--- src/sv/spq_pkg.sv ---
`timescale 1ns / 1ps
// ----------------------------------------------------------------------------
// spq_pkg
// Shared types and constants of the sorted maximum priority queue.
// ----------------------------------------------------------------------------
package spq_pkg;

  localparam int SPQ_DEPTH = 16;
  localparam int VAL_W     = 32;

  localparam logic [1:0] ST_PUSHED = 2'd0;
  localparam logic [1:0] ST_POPPED = 2'd1;
  localparam logic [1:0] ST_EMPTY  = 2'd2;
  localparam logic [1:0] ST_FULL   = 2'd3;

  localparam logic REQ_PUSH = 1'b0;
  localparam logic REQ_POP  = 1'b1;

  localparam logic signed [VAL_W-1:0] EMPTY_VALUE = -32'sd1;

  typedef struct packed {
    logic                    req_type;
    logic signed [VAL_W-1:0] value;
  } spq_in_t;

  typedef struct packed {
    logic signed [VAL_W-1:0] popped_value;
    logic [1:0]              status;
  } spq_out_t;

  typedef struct packed {
    logic push;
    logic pop;
  } spq_ctrl_t;

endpackage

--- src/sv/spq_cell.sv ---
`timescale 1ns / 1ps
// ----------------------------------------------------------------------------
// spq_cell
// One slot of the sorted chain: holds a value, keeps it, takes the new value
// or takes a neighbour's value on push and pop.
// ----------------------------------------------------------------------------
module spq_cell
  import spq_pkg::*;
(
  input  logic                    clk,
  input  spq_ctrl_t               ctrl,
  input  logic                    occupied,
  input  logic signed [VAL_W-1:0] new_value,
  input  logic signed [VAL_W-1:0] left_data,
  input  logic                    left_stay,
  input  logic signed [VAL_W-1:0] right_data,
  output logic signed [VAL_W-1:0] data,
  output logic                    stay
);

  assign stay = occupied && (data >= new_value);

  always_ff @(posedge clk) begin
    if (ctrl.push) begin
      if (!stay) begin
        data <= left_stay ? new_value : left_data;
      end
    end else if (ctrl.pop) begin
      data <= right_data;
    end
  end

endmodule

--- src/sv/sorted_max_priority_queue_top.sv ---
`timescale 1ns / 1ps
// ----------------------------------------------------------------------------
// sorted_max_priority_queue_top
// Bounded maximum priority queue: a chain of cells kept in descending order,
// largest at the head, with a registered result word.
// ----------------------------------------------------------------------------
// Each result word is registered and is valid in the cycle after acceptance.
// Throughput: one word per cycle while the result side is not stalled;
// every cell compares against the new value in parallel, shifting one place.
// Reset clears the entry count and the result valid; cell contents are left.
// ----------------------------------------------------------------------------
module sorted_max_priority_queue_top
  import spq_pkg::*;
#(
  parameter int DEPTH = SPQ_DEPTH
) (
  input  logic     clk,
  input  logic     rst,
  input  logic     in_valid,
  output logic     in_ready,
  input  spq_in_t  in_data,
  output logic     out_valid,
  input  logic     out_ready,
  output spq_out_t out_data
);

  localparam int CW = $clog2(DEPTH + 1);

  logic [CW-1:0]           count;
  logic [CW-1:0]           count_next;
  logic                    accept;
  logic                    is_full;
  logic                    is_empty;
  spq_ctrl_t               ctrl;
  spq_out_t                result;
  logic signed [VAL_W-1:0] cell_data [DEPTH];
  logic                    cell_stay [DEPTH];

  assign in_ready = !out_valid || out_ready;
  assign accept   = in_valid && in_ready;
  assign is_full  = (count == CW'(DEPTH));
  assign is_empty = (count == '0);

  assign ctrl.push = accept && (in_data.req_type == REQ_PUSH) && !is_full;
  assign ctrl.pop  = accept && (in_data.req_type == REQ_POP) && !is_empty;

  for (genvar i = 0; i < DEPTH; i++) begin : g_cell
    logic signed [VAL_W-1:0] left_d;
    logic                    left_s;
    logic signed [VAL_W-1:0] right_d;

    if (i == 0) begin : g_head
      assign left_d = '0;
      assign left_s = 1'b1;
    end else begin : g_body
      assign left_d = cell_data[i-1];
      assign left_s = cell_stay[i-1];
    end

    if (i == DEPTH - 1) begin : g_tail
      assign right_d = '0;
    end else begin : g_mid
      assign right_d = cell_data[i+1];
    end

    spq_cell u_cell (
      .clk        (clk),
      .ctrl       (ctrl),
      .occupied   (count > CW'(i)),
      .new_value  (in_data.value),
      .left_data  (left_d),
      .left_stay  (left_s),
      .right_data (right_d),
      .data       (cell_data[i]),
      .stay       (cell_stay[i])
    );
  end

  always_comb begin
    count_next = count;
    if (ctrl.push) begin
      count_next = count + CW'(1);
    end else if (ctrl.pop) begin
      count_next = count - CW'(1);
    end
  end

  always_comb begin
    if (in_data.req_type == REQ_PUSH) begin
      result.popped_value = '0;
      result.status       = is_full ? ST_FULL : ST_PUSHED;
    end else if (is_empty) begin
      result.popped_value = EMPTY_VALUE;
      result.status       = ST_EMPTY;
    end else begin
      result.popped_value = cell_data[0];
      result.status       = ST_POPPED;
    end
  end

  always_ff @(posedge clk) begin
    if (rst) begin
      count     <= '0;
      out_valid <= 1'b0;
    end else begin
      count <= count_next;
      if (accept) begin
        out_valid <= 1'b1;
      end else if (out_ready) begin
        out_valid <= 1'b0;
      end
    end
  end

  always_ff @(posedge clk) begin
    if (accept) begin
      out_data <= result;
    end
  end

endmodule

--- config.mk ---
export PLATFORM = sky130hd
export DESIGN_NAME = sorted_max_priority_queue_top
export DESIGN_NICKNAME = d
export VERILOG_FILES = /design/src/sv/spq_pkg.sv /design/src/sv/spq_cell.sv /design/src/sv/sorted_max_priority_queue_top.sv
export SDC_FILE = /design/constraint.sdc
export NUM_CORES = 2
export LEC_CHECK = 0
export ABC_AREA = 1
export BUFFER_PORTS_ARGS = -buffer_cell sky130_fd_sc_hd__buf_2
export CORE_MARGIN = 8
export CORE_UTILIZATION = 44
export CTS_BUF_LIST = sky130_fd_sc_hd__clkbuf_2
export DETAILED_ROUTE_END_ITERATION = 10
export PLACE_DENSITY_LB_ADDON = 0.1
export SLEW_MARGIN = 20
export SYNTH_ARGS = -nofsm -noshare
export SYNTH_HDL_FRONTEND = slang
export SYNTH_SLANG_ARGS = --single-unit
--- constraint.sdc ---
create_clock -name clk -period 4.25 [get_ports clk]
set_input_delay 0.2125 -clock clk [delete_from_list [all_inputs] [get_ports clk]]
set_output_delay 0.2125 -clock clk [all_outputs]
set_load 0.02 [all_outputs]
==> flow_summary.ini <==
[detailed_routing]
drc = 0
drt-pass1-iter-count = 6
vias = 34672
wl_per_cell_microns = 16.2
first_iter_violations = 2416
wl_microns = 116000
vias_per_cell = 4.83
ant_nets = 0

[clock_network]
post_cts_buffers = 0
htree_levels = 4
clkSinkCount = 552
clk_pin_slew_ns = 0.09
cts-root-buf = clkbuf_2
clk_latency_ns = 1.34
cts_made_buffers = 162
clockBufferDepth = 3
cts_tree = yes
cts_resized = 0

[floorplanning]
rows = 112
core_area_sq_um = 93300
design.die.area_sq_um = 104000
io_pins = 73
die_w_microns = 323
initial_core_util_pct = 44.4
die_h_microns = 323

[synthesis]
synth_edf_count = 546
synthCells = 5585
synth_fa_ha_area_share_pct = 15.6
synthMuxAreaShare_pct = 0
synth.distinct_cells = 41
synth_fp_nets = 6139
post_synth_instance_area_sq_um = 41400
synth_top_family_by_area = simple AND/OR/NAND/NOR gates
synth_xor_xnor_area_share_pct = 0
synth_ff_type = edfxtp_1
ys_seq_area_share_pct = 39.9
synth_compound_area_share_pct = 5.79
avgSynthCellArea_sq_um = 7.41
ys_warn_count = 0
synthArstFlopShare_pct = 0
synth-seq-cells = 552
post_synth_and_or_nand_nor_area_fraction_pct = 30.3

[global_route]
gr-total-overflow = 0
grt_usage_pct = 22.1
antenna_found_initial = 2
grt_pass1_wl_microns = 185000
grt_pass1_vias = 34308
grt_max_degree = 188

[setup_path]
worstSetupPathType = in2reg
worstPathArrival_ns = 4.32
critical_path.endpoint = g_cell[13].u_cell.data[3]
r2r-end = g_cell[13].u_cell.data[3]
slowest_stage = dlygate4sd3_1
crit_chain = dlygate4sd3_1, buf_2, dlygate4sd3_1, inv_1, buf_4, ha_1, nand2_1, nor2_1, nand2_1, nand2_1, nand2_1, nand2_1, nand2_1, nand3_1, nand3_1, nand2_2, nand2_2, nand2_1, buf_4
cp-startpoint = in_data[5]
required_ns = 5.22
reg2regPathDepth = 14
path_max_fanout = 32
cpMostUsedCell = nand2_1
reg2reg_slack_ns = 0.96
reg2reg_from = g_cell[13].u_cell.data[7]
worst_setup_path_start_kind = primary input
worst_setup_path_end_kind = flop
crit_path_max_incr_delay_ns = 0.56

[cells_and_area]
area_delta_synth_final_pct = 9.74
nFillCells = 9468
final_cell_mix = nand2_1, inv_1, edfxtp_1
nets = 6367
drive_above_1_share_pct = 8.27
final_util_pct = 48.7
final_common_cell = nand2_1

[timing]
finClkSkew_ns = 0.0617
rsz0062_at_grt = false
slew_violations = 0
tns_ns = 0
fin_crit_ns = 3.34
fmax_mhz = 299
finalCritPeriodShare_pct = 78.7
worst_slew_pin_slew_ns = 0.947
slew_headroom_pct = 36.8
setup_viol = 0
hold_violations = 0

[placement]
gp_congestion = 0.859
port_buffers = 72
dp_hpwl_microns = 88500

[run]
cap_violations = 0

[power]
ir_drop_v = 0.000158
p_per_area_nw_per_um2 = 382
fin_total_pwr_uw = 17400
leakage_uw = 0.0261

[worst_hold_path]
holdCritStartpoint = in_data[3]
hold_path.class = in2reg

[status]
status = complete, no violations
-- report_power, final --
part	internal (uW)	leakage [uW]	switching [uW]
sequential	7140	0.00525	578
clock	1810	0.00114	2440
combinational	1880	0.0197	3530
total	10800	0.0261	6540
-- how the worst min path moves through the flow --
stage	to	cells after the start
2_1_floorplan	count[0]	1
3_3_place_gp	out_valid	2
3_5_place_dp	out_valid	2
4_1_cts	g_cell[15].u_cell.data[8]	6
5_1_grt	g_cell[0].u_cell.data[10]	4
6_report	g_cell[0].u_cell.data[3]	4
-- logic make-up (layout without fill, tap and decap cells) --
group	after synthesis	count (layout)
other	0	2
AO/OA/AOI/OAI	447	447
adder cells (fa/ha/maj)	517	517
AND/OR/NAND/NOR	3232	3232
buffers and inverters	837	1176
flip-flops	552	552
-- cell usage after synthesis (5+ instances only) --
cell	number	area share [%]
ha_1	517	16
clkbuf_1	34	0.31
nor2_1	171	1.6
a21o_1	19	0.34
nand3_1	88	1.1
buf_2	114	1.4
nand2_2	19	0.29
dfxtp_1	6	0.29
o21ai_0	84	1.0
a21oi_1	299	3.6
nor3_1	7	0.085
nor3b_2	5	0.15
nand2_1	2887	26
nand4_1	41	0.62
buf_4	49	0.89
inv_1	631	5.7
o21a_1	31	0.56
edfxtp_1	546	40
nand2_4	5	0.14
-- what timing repair did --
action,in CTS,in global routing
hold buffers,73,0
endpoints found under the setup margin,0,0
endpoints found under the hold margin,1085,0
-- metrics by stage --
step | hold WS [ns] | setup WS (ns) | cells | area [sq um]
finish | 0.279 | 0.905 | 7180 | 45400
floorplan | 0.282 | 0.129 | 5585 | 41400
detailed placement | 0.515 | 0.371 | 6830 | 43200
CTS | 0.00196 | 0.813 | 7178 | 45400
global placement | 0.499 | 0.362 | 6830 | 43200
global route | 0.180 | 0.640 | 7179 | 45400
-- layer usage --
metal  global-route usage, %  up-vias  routed length (microns)
met4                    7.28        0                     3300
met3                    3.06      184                     5250
met5                       0        -                        0
met1                    29.3    15438                    53900
met2                    37.2      701                    53600
li1                        -    18349                        -
-- registers in the layout, indices dropped and copies added (netlist names) --
name                flops
count                   5
out_valid               1
g_cell.u_cell.data    512
out_data               34
-- worst max-delay path, delay by kind of cell --
kind / cells / cell delay [ns]
fa+ha+maj: 1 / 0.20
buf+inv: 6 / 2.14
simple gates: 12 / 1.76
-- area by class of cell --
cell class,count,area (sq um),area share (%)
antenna,2,5.00,0.0110
clock inverter,30,248,0.545
inverter,636,2390,5.27
timing repair buffer,265,2040,4.49
multi-input combinational,4196,21400,47.2
clock buffer,245,1230,2.70
sequential,552,16500,36.3
tap,1254,1570,3.45
Note: power is estimated with default switching activity, not from simulation.
